[config.mk]
export PLATFORM = sky130hd
export DESIGN_NAME = xoshiro_range_random
export DESIGN_NICKNAME = d
export VERILOG_FILES = /design/src/hdl/xrr_pkg.sv /design/src/hdl/xrr_ctrl.sv /design/src/hdl/xrr_dp.sv /design/src/hdl/xoshiro_range_random.sv
export SDC_FILE = /design/constraint.sdc
export NUM_CORES = 2
export LEC_CHECK = 0
export BUFFER_PORTS_ARGS = -buffer_cell sky130_fd_sc_hd__buf_4
export CORE_ASPECT_RATIO = 1.1
export CORE_MARGIN = 3
export CORE_UTILIZATION = 55
export CTS_BUF_LIST = sky130_fd_sc_hd__clkbuf_4
export CTS_CLUSTER_SIZE = 8
export DETAILED_ROUTE_END_ITERATION = 8
export HOLD_SLACK_MARGIN = 0.15
export MAX_ROUTING_LAYER = met4
export PLACE_DENSITY_LB_ADDON = 0.15
export RECOVER_POWER = 100
export SYNTH_ARGS = -nofsm -noshare
export SYNTH_HDL_FRONTEND = slang
export SYNTH_HIERARCHICAL = 1
export SYNTH_SLANG_ARGS = --single-unit
[constraint.sdc]
create_clock -name clock -period 9.6 [get_ports clock]
set_input_delay 0.48 -clock clock [delete_from_list [all_inputs] [get_ports clock]]
set_output_delay 0.48 -clock clock [all_outputs]
set_load 0.05 [all_outputs]
[src/hdl/xrr_pkg.sv]
// ----------------------------------------------------------------------------
// xrr_pkg
// Shared types and constants for the range random generator.
// ----------------------------------------------------------------------------
package xrr_pkg;

   // Request kinds carried in req_tuser
   typedef enum logic [1:0] {
      KIND_SEED  = 2'd0,
      KIND_FRAC  = 2'd1,
      KIND_RAW   = 2'd2,
      KIND_RANGE = 2'd3
   } kind_type;

   typedef enum logic [2:0] {
      ST_BOOT,
      ST_IDLE,
      ST_WARM,
      ST_MUL,
      ST_RESULT
   } state_type;

   localparam int WARMUP_STEPS = 16;
   localparam int WARM_CNT_W   = $clog2(WARMUP_STEPS);

   // Controller to datapath
   typedef struct packed {
      logic capture;      // latch request fields
      logic load_seed;    // load seed words into the generator
      logic step;         // advance generator, start output product
      logic mul9;         // finish output product, build mask
      logic load_result;  // write result register
   } cmd_type;

   // Datapath to controller
   typedef struct packed {
      kind_type req_kind;
      logic     req_invalid;  // incoming range has low above high
      logic     reject;       // masked draw lies above the span
   } stat_type;

endpackage

[src/hdl/xrr_ctrl.sv]
// ----------------------------------------------------------------------------
// xrr_ctrl
// Sequencer: request accept, warm-up count, redraw loop, result handoff.
// ----------------------------------------------------------------------------
module xrr_ctrl import xrr_pkg::*; (
   input  logic     clock,
   input  logic     reset,
   input  logic     req_valid,
   output logic     req_ready,
   output logic     rsp_valid,
   input  logic     rsp_ready,
   input  stat_type stat,
   output cmd_type  cmd
);

   state_type             state_ff, state_in;
   logic [WARM_CNT_W-1:0] warm_cnt_ff, warm_cnt_in;
   logic                  rsp_valid_ff, rsp_valid_in;
   logic                  accept;
   logic                  out_free;

   assign accept   = req_valid && (state_ff == ST_IDLE);
   assign out_free = !rsp_valid_ff || rsp_ready;

   always_ff @(posedge clock) begin
      if (reset) begin
         state_ff     <= ST_BOOT;
         warm_cnt_ff  <= WARM_CNT_W'(WARMUP_STEPS - 1);
         rsp_valid_ff <= 1'b0;
      end else begin
         state_ff     <= state_in;
         warm_cnt_ff  <= warm_cnt_in;
         rsp_valid_ff <= rsp_valid_in;
      end
   end

   // Next state
   always_comb begin
      state_in    = state_ff;
      warm_cnt_in = warm_cnt_ff;
      case (state_ff)
         ST_BOOT: begin
            warm_cnt_in = warm_cnt_ff - 1'b1;
            if (warm_cnt_ff == '0) begin
               state_in = ST_IDLE;
            end
         end
         ST_IDLE: begin
            if (accept) begin
               if (stat.req_kind == KIND_SEED) begin
                  state_in    = ST_WARM;
                  warm_cnt_in = WARM_CNT_W'(WARMUP_STEPS - 1);
               end else if (stat.req_kind == KIND_RANGE && stat.req_invalid) begin
                  state_in = ST_RESULT;
               end else begin
                  state_in = ST_MUL;
               end
            end
         end
         ST_WARM: begin
            warm_cnt_in = warm_cnt_ff - 1'b1;
            if (warm_cnt_ff == '0) begin
               state_in = ST_RESULT;
            end
         end
         ST_MUL: begin
            state_in = ST_RESULT;
         end
         ST_RESULT: begin
            if (stat.reject) begin
               state_in = ST_MUL;
            end else if (out_free) begin
               state_in = ST_IDLE;
            end
         end
         default: begin
            state_in = ST_IDLE;
         end
      endcase
   end

   // Outputs
   always_comb begin
      cmd = '0;
      case (state_ff)
         ST_BOOT: begin
            cmd.step = 1'b1;
         end
         ST_IDLE: begin
            if (accept) begin
               cmd.capture = 1'b1;
               if (stat.req_kind == KIND_SEED) begin
                  cmd.load_seed = 1'b1;
               end else if (!(stat.req_kind == KIND_RANGE && stat.req_invalid)) begin
                  cmd.step = 1'b1;
               end
            end
         end
         ST_WARM: begin
            cmd.step = 1'b1;
         end
         ST_MUL: begin
            cmd.mul9 = 1'b1;
         end
         ST_RESULT: begin
            if (stat.reject) begin
               cmd.step = 1'b1;
            end else if (out_free) begin
               cmd.load_result = 1'b1;
            end
         end
         default: begin
            cmd = '0;
         end
      endcase
   end

   always_comb begin
      if (cmd.load_result) begin
         rsp_valid_in = 1'b1;
      end else if (rsp_ready) begin
         rsp_valid_in = 1'b0;
      end else begin
         rsp_valid_in = rsp_valid_ff;
      end
   end

   assign req_ready = (state_ff == ST_IDLE);
   assign rsp_valid = rsp_valid_ff;

endmodule

[src/hdl/xrr_dp.sv]
// ----------------------------------------------------------------------------
// xrr_dp
// Generator state, output scrambler, range fit and result register.
// ----------------------------------------------------------------------------
module xrr_dp import xrr_pkg::*; (
   input  logic               clock,
   input  logic               reset,
   input  cmd_type            cmd,
   output stat_type           stat,
   input  kind_type           req_kind,
   input  logic        [63:0] req_seed_a,
   input  logic        [63:0] req_seed_b,
   input  logic signed [63:0] req_range_low,
   input  logic signed [63:0] req_range_high,
   output logic        [63:0] rsp_value,
   output logic               rsp_status
);

   localparam logic [63:0] SEED_WORD1     = 64'hff;
   localparam int          SHIFT_W1       = 17;
   localparam int          ROT_W3         = 45;
   localparam int          ROT_OUT        = 7;
   localparam int          MUL5_SHIFT     = 2;   // x*5 = x + 4x
   localparam int          MUL9_SHIFT     = 3;   // x*9 = x + 8x
   localparam int          FRACTION_SHIFT = 11;

   function automatic logic [63:0] rotl64(input logic [63:0] x, input int k);
      return (x << k) | (x >> (64 - k));
   endfunction

   function automatic logic [63:0] fill_mask(input logic [63:0] s);
      logic [63:0] m;
      m = s;
      for (int i = 0; i < 6; i++) begin
         m = m | (m >> (1 << i));
      end
      return m;
   endfunction

   logic [63:0] w0_ff, w1_ff, w2_ff, w3_ff;
   logic [63:0] w0_in, w1_in, w2_in, w3_in;
   logic [63:0] t2, t3;
   logic [63:0] prod_ff;     // w1 * 5
   logic [63:0] draw_ff;     // scrambled output
   logic [63:0] mask_ff;
   logic [63:0] rot_prod;
   logic [63:0] masked;
   kind_type    kind_ff;
   logic [63:0] low_ff;
   logic [63:0] span_ff;
   logic        invalid_ff;
   logic [63:0] value_in;
   logic [63:0] rsp_value_ff;
   logic        rsp_status_ff;

   // Generator step
   always_comb begin
      t2    = w2_ff ^ w0_ff;
      t3    = w3_ff ^ w1_ff;
      w0_in = w0_ff ^ t3;
      w1_in = w1_ff ^ t2;
      w2_in = t2 ^ (w1_ff << SHIFT_W1);
      w3_in = rotl64(t3, ROT_W3);
   end

   always_ff @(posedge clock) begin
      if (reset) begin
         w0_ff <= '0;
         w1_ff <= SEED_WORD1;
         w2_ff <= '0;
         w3_ff <= '0;
      end else if (cmd.load_seed) begin
         w0_ff <= req_seed_a;
         w1_ff <= SEED_WORD1;
         w2_ff <= req_seed_b;
         w3_ff <= '0;
      end else if (cmd.step) begin
         w0_ff <= w0_in;
         w1_ff <= w1_in;
         w2_ff <= w2_in;
         w3_ff <= w3_in;
      end
   end

   assign rot_prod = rotl64(prod_ff, ROT_OUT);
   assign masked   = draw_ff & mask_ff;

   always_ff @(posedge clock) begin
      if (cmd.step) begin
         prod_ff <= w1_ff + (w1_ff << MUL5_SHIFT);
      end
      if (cmd.mul9) begin
         draw_ff <= rot_prod + (rot_prod << MUL9_SHIFT);
         mask_ff <= fill_mask(span_ff);
      end
      if (cmd.capture) begin
         kind_ff    <= req_kind;
         low_ff     <= req_range_low;
         span_ff    <= req_range_high - req_range_low;
         invalid_ff <= (req_range_low > req_range_high);
      end
      if (cmd.load_result) begin
         rsp_value_ff  <= value_in;
         rsp_status_ff <= (kind_ff == KIND_RANGE) && invalid_ff;
      end
   end

   always_comb begin
      case (kind_ff)
         KIND_SEED:  value_in = '0;
         KIND_FRAC:  value_in = draw_ff >> FRACTION_SHIFT;
         KIND_RAW:   value_in = draw_ff;
         KIND_RANGE: value_in = invalid_ff ? 64'd0 : masked + low_ff;
         default:    value_in = '0;
      endcase
   end

   assign stat.req_kind    = req_kind;
   assign stat.req_invalid = (req_range_low > req_range_high);
   assign stat.reject      = (kind_ff == KIND_RANGE) && !invalid_ff && (masked > span_ff);

   assign rsp_value  = rsp_value_ff;
   assign rsp_status = rsp_status_ff;

endmodule

[src/hdl/xoshiro_range_random.sv]
// ----------------------------------------------------------------------------
// xoshiro_range_random
// xoshiro256** generator serving seed, raw, fraction and range requests.
//
// Each accepted request gets exactly one response. A seed request (tuser 0)
// loads (seed_a, 0xff, seed_b, 0), runs 16 warm-up steps and answers zero.
// A fraction draw (1) returns the top 53 output bits as an unsigned 0.53
// value, a raw draw (2) the full 64-bit output, and a range draw (3) a value
// in the signed inclusive range [range_low, range_high] by mask and redraw;
// if range_low is above range_high it answers zero with status 1 and leaves
// the generator untouched. One request is in work at a time. The output
// scrambler forms w1*5 with one add as the state advances and the
// rotate-and-*9 with a second add in the next cycle; warm-up runs one
// generator step per cycle. After reset the block runs its own 16-step
// warm-up (req_tready low) from all-zero seeds. A finished response waits
// in an output register, so the next request is taken while it is still
// unread.
// ----------------------------------------------------------------------------
module xoshiro_range_random import xrr_pkg::*; (
   input  logic         clock,
   input  logic         reset,
   input  logic         req_tvalid,
   output logic         req_tready,
   input  logic [255:0] req_tdata,   // seed_a[63:0], seed_b[127:64],
                                     // range_low[191:128], range_high[255:192]
   input  logic [1:0]   req_tuser,   // kind[1:0]
   output logic         rsp_tvalid,
   input  logic         rsp_tready,
   output logic [63:0]  rsp_tdata,   // value[63:0]
   output logic [0:0]   rsp_tuser    // status[0]
);

   cmd_type            cmd;
   stat_type           stat;
   logic signed [63:0] range_low;
   logic signed [63:0] range_high;
   logic               rsp_status;

   // Unpack the request fields
   assign range_low  = req_tdata[191:128];
   assign range_high = req_tdata[255:192];

   // Sequencer: accept, warm-up, redraw loop, response handoff
   xrr_ctrl u_ctrl (
      .clock     (clock),
      .reset     (reset),
      .req_valid (req_tvalid),
      .req_ready (req_tready),
      .rsp_valid (rsp_tvalid),
      .rsp_ready (rsp_tready),
      .stat      (stat),
      .cmd       (cmd)
   );

   // Generator state, scrambler, range fit and response register
   xrr_dp u_dp (
      .clock          (clock),
      .reset          (reset),
      .cmd            (cmd),
      .stat           (stat),
      .req_kind       (kind_type'(req_tuser)),
      .req_seed_a     (req_tdata[63:0]),
      .req_seed_b     (req_tdata[127:64]),
      .req_range_low  (range_low),
      .req_range_high (range_high),
      .rsp_value      (rsp_tdata),
      .rsp_status     (rsp_status)
   );

   assign rsp_tuser = rsp_status;

   // An invalid-range response always carries a zero value
   a_status_zero: assert property (@(posedge clock) disable iff (reset)
      rsp_tvalid && rsp_tuser[0] |-> rsp_tdata == 64'd0)
      else $error("invalid-range response with nonzero value");

   // Only one request in work: no accept in the cycle after an accept
   a_one_in_work: assert property (@(posedge clock) disable iff (reset)
      req_tvalid && req_tready |=> !req_tready)
      else $error("request accepted while another is in work");

   // No response is raised straight out of reset
   a_boot_quiet: assert property (@(posedge clock)
      reset |=> !rsp_tvalid)
      else $error("response raised out of reset");

endmodule

==> impl_metrics.toml <==
[power_and_ir_drop]
comb_power_share = 0.460
power.density_nw_per_um2 = 248.2
p_leak_uw = 0.02316
switchingPower_uw = 5247
ir_worst_vdd_mv = 0.2129
p_clk_frac = 0.191
p_int_uw = 7626
swShare = 0.4076
power.total_uw = 12870
pwr-share-seq = 0.349

[final_layout]
layout_common_cells = "dlygate4sd3_1, nor2_1, a21oi_1, xor2_1, nand2_1"
drive_above_1_share = 0.09848
final_common_cell = "dlygate4sd3_1"
finalNetCount = 5988
final_util = 0.6915
areaGrowthSynthToFinish_pct = 23.76
fillers = 5848

[logic_synthesis]
postSynthAreaPerCell_um2 = 9.090
async_flop_share = 0
ys_ff_latch = 652
synth_edf_count = 388
syn_area_um2 = 41920
synth-main-ff-cell = "edfxtp_1"
synthCells = 4611
ys_warn_count = 6
synthesis.nets = 5147
ys_types = 90
ys_seq_area_frac = 0.4041

[critical_path]
r2r-end = "u_dp/mask_ff[0]"
setup.worst_path.class = "in -> reg"
r2r-start = "u_dp/span_ff[62]"
cp_slowest_cell = "dlygate4sd3_1"
cp_data_arrival_time_ns = 9.02
critPathMaxStageDelay_ns = 0.58
crit_buf_inv = 6
cp-endpoint = "u_dp/w0_ff[26]"
crit_path_start_kind = "input port"
cp_max_fo = 101
endpoint_kind = "register"
cp.depth = 29
r2r_slack_ns = 2.17
ff2ff_path_depth = 14
cp_top_family = "compound AO/OA/AOI/OAI gates"
crit_required_ns = 10.53
crit_start = "req_tdata[128]"

[die]
start_util = 0.5588
fp.dieH_um = 295.5
die_w_um = 269.2
rows = 105
core_um2 = 75020
ios = 329
dieArea_um2 = 79560

[grt]
grt_pass1_wl_um = 213400
antenna_found_initial = 5
track_usage = 0.3549
grt_max_degree = 103
grt_overflow = 0
grt_pass1_vias = 38050

[timing]
tightestPinTransition_ns = 4.476
rsz0062_at_grt = "no"
slew_headroom = -1.984
finalMaxSlewViolations = 454
fmax_mhz = 123.5
fin_setup_tns_ns = 0
fin_crit_sh = 0.8434
hold_violations = 0
finClkSkew_ns = 0.1130
fin_crit_ns = 8.096
setup_viol = 0

[drt]
drtIter0Drc = 3345
drt-total-wl_um = 140500
route.detailed.drc = 0
antenna_left = 0
vias = 38340
route.detailed.wl_per_inst_um = 21.26
routed_via_density = 5.803
first_pass_iters = 6

[worst_hold_path]
hold_path_class = "in -> reg"

[flow_run]
maxCapViolations = 8

[clock_tree]
cts_tree = "built"
numCtsBuffers = 173
clock_latency_ns = 1.06
cts_buffer_depth = 3
clock_sinks = 652
htree_num_levels = 4
cts_root_buf = "clkbuf_4"
clkTransAtPathRegs_ns = 0.07

[outcome]
violations = "capacitance limit, slew limit"
status = "finished, violations left"

[placed_design]
gp_congestion = 0.9735
hpwl_um = 95940
io_buffers = 328
[area by class of cell]
cell class	count	area, um^2	share of cell area
diodes	6	15.01	0.0002894
clock buffers	249	1869	0.03603
clock inverters	59	302.8	0.005837
inverters	231	867.1	0.01671
multi-input cells	3544	23360	0.4503
flip-flops and latches	652	16940	0.3265
well taps	1016	1271	0.02451
repair buffers	850	7252	0.1398
[worst min-delay path by stage]
stage / start / end / slack [ns] / cells past startpoint
2_1_floorplan: u_dp/prod_ff[57] / u_dp/draw_ff[0] / 0.43 / 0
3_3_place_gp: u_dp/prod_ff[57] / u_dp/draw_ff[0] / 0.47 / 0
3_5_place_dp: u_dp/prod_ff[57] / u_dp/draw_ff[0] / 0.45 / 0
4_1_cts: req_tdata[58] / u_dp/w0_ff[58] / 0.15 / 4
5_1_grt: req_tdata[101] / u_dp/w2_ff[37] / 0.23 / 4
6_report: req_tdata[44] / u_dp/w0_ff[44] / 0.30 / 4
[metrics by stage]
| step | instance area [um^2] | cells | worst slack (ns) | hold slack [ns] |
|---|---|---|---|---|
| 2_1_floorplan | 41920 | 4611 | 2.767 | 0.4334 |
| 3_3_place_gp | 45170 | 5792 | 2.527 | 0.4684 |
| 3_5_place_dp | 45170 | 5792 | 2.307 | 0.4515 |
| 4_1_cts | 52360 | 6601 | 1.906 | 0.1501 |
| 5_1_grt | 51870 | 6606 | 1.133 | 0.2259 |
| 6_report | 51870 | 6607 | 1.504 | 0.3037 |
[worst reg2reg max path, delay by kind of cell (launching register included)]
family	cells	cell delay, ns
DFF	1	0.48
and+or+nand+nor	13	6.40
buffers and inverters	1	0.26
[routing by layer]
layer  track usage  up-vias  wire (um)  part of all wire
li1              -    18140          -                 -
met1        0.4016    18080      54340              0.39
met2        0.5802     1619      66270              0.47
met3       0.05535      498       9104             0.065
met4        0.2488        0      10780             0.077
met5             -        -          0                 0
[state kept, by name, summed over array words and instances, names as in the netlist]
name and cells:
u_dp/prod_ff 64, u_dp/mask_ff 64, u_dp/low_ff 64, u_dp/w3_ff 64, u_dp/rsp_status 1, u_dp/draw_ff 64, u_ctrl/warm_cnt_ff 4, u_dp/invalid_ff 1
u_ctrl/state_ff 3, u_dp/w1_ff 64, u_dp/w0_ff 64, u_dp/kind_ff 2, u_ctrl/rsp_valid 1, u_dp/span_ff 64, u_dp/rsp_value 64, u_dp/w2_ff 64
[cell families (layout without fill, tap and decap cells)]
logic type	Yosys count	count (layout)	share of synthesized area
and+or+nand+nor	1417	1417	0.1607
other	0	6	0
AOI/OAI and AO/OA	1192	1192	0.1761
adders and majority gates	301	301	0.08896
buffers and inverters	415	1389	0.03761
DFF	652	652	0.4041
muxes	1	1	0.0002388
xor gates and xnor gates	633	633	0.1323
[power groups by stage]
| stage | clock network, uW | logic (uW) | registers, uW |
|---|---|---|---|
| 2_1_floorplan | 0 | 4070 | 4210 |
| 3_3_place_gp | 0 | 5070 | 4500 |
| 3_5_place_dp | 0 | 5120 | 4510 |
| 4_1_cts | 2490 | 5660 | 4450 |
| 5_1_grt | 2650 | 6570 | 4530 |
| 6_report | 2450 | 5920 | 4500 |
[timing repair]
action	CTS	global route
hold buffers	501	0
gates resized for setup	0	0
endpoints found under the hold margin	267	0
buffers inserted	0	0
[synth_stat cells, types with 9 or more instances]
| cell type | n | area [um^2] |
|---|---|---|
| o21bai_1 | 40 | 300.3 |
| clkbuf_1 | 168 | 630.6 |
| o21ai_0 | 211 | 1056 |
| nand2b_1 | 106 | 663.1 |
| xor2_1 | 447 | 3915 |
| or2_2 | 12 | 75.07 |
| nand3b_1 | 11 | 82.58 |
| a21oi_1 | 461 | 2307 |
| and3_1 | 41 | 256.5 |
| a22oi_1 | 35 | 262.8 |
| nor2b_1 | 40 | 250.2 |
| nor2_1 | 476 | 1787 |
| maj3_1 | 27 | 270.3 |
| a211oi_1 | 16 | 120.1 |
| nand3_1 | 69 | 345.3 |
| nor4_1 | 12 | 75.07 |
| o22ai_1 | 23 | 143.9 |
| a21o_1 | 153 | 1149 |
| a21boi_0 | 11 | 82.58 |
| xnor2_1 | 186 | 1629 |
| dfxtp_1 | 264 | 5285 |
| o21a_1 | 29 | 217.7 |
| a221oi_1 | 17 | 148.9 |
| edfxtp_1 | 388 | 11650 |
| inv_1 | 230 | 863.3 |
| a22o_1 | 19 | 166.4 |
| ha_1 | 270 | 3378 |
| a31oi_1 | 49 | 306.5 |
| o211ai_1 | 15 | 112.6 |
| and2_1 | 62 | 387.9 |
| a31o_2 | 11 | 96.34 |
| o31ai_1 | 20 | 150.1 |
| nand4_1 | 55 | 344.1 |
| nor3_1 | 41 | 205.2 |
| or3_1 | 25 | 156.4 |
| and4_1 | 12 | 105.1 |
| nand2_1 | 405 | 1520 |
| buf_1 | 9 | 33.78 |
Note: power is estimated with default switching activity, not from simulation.
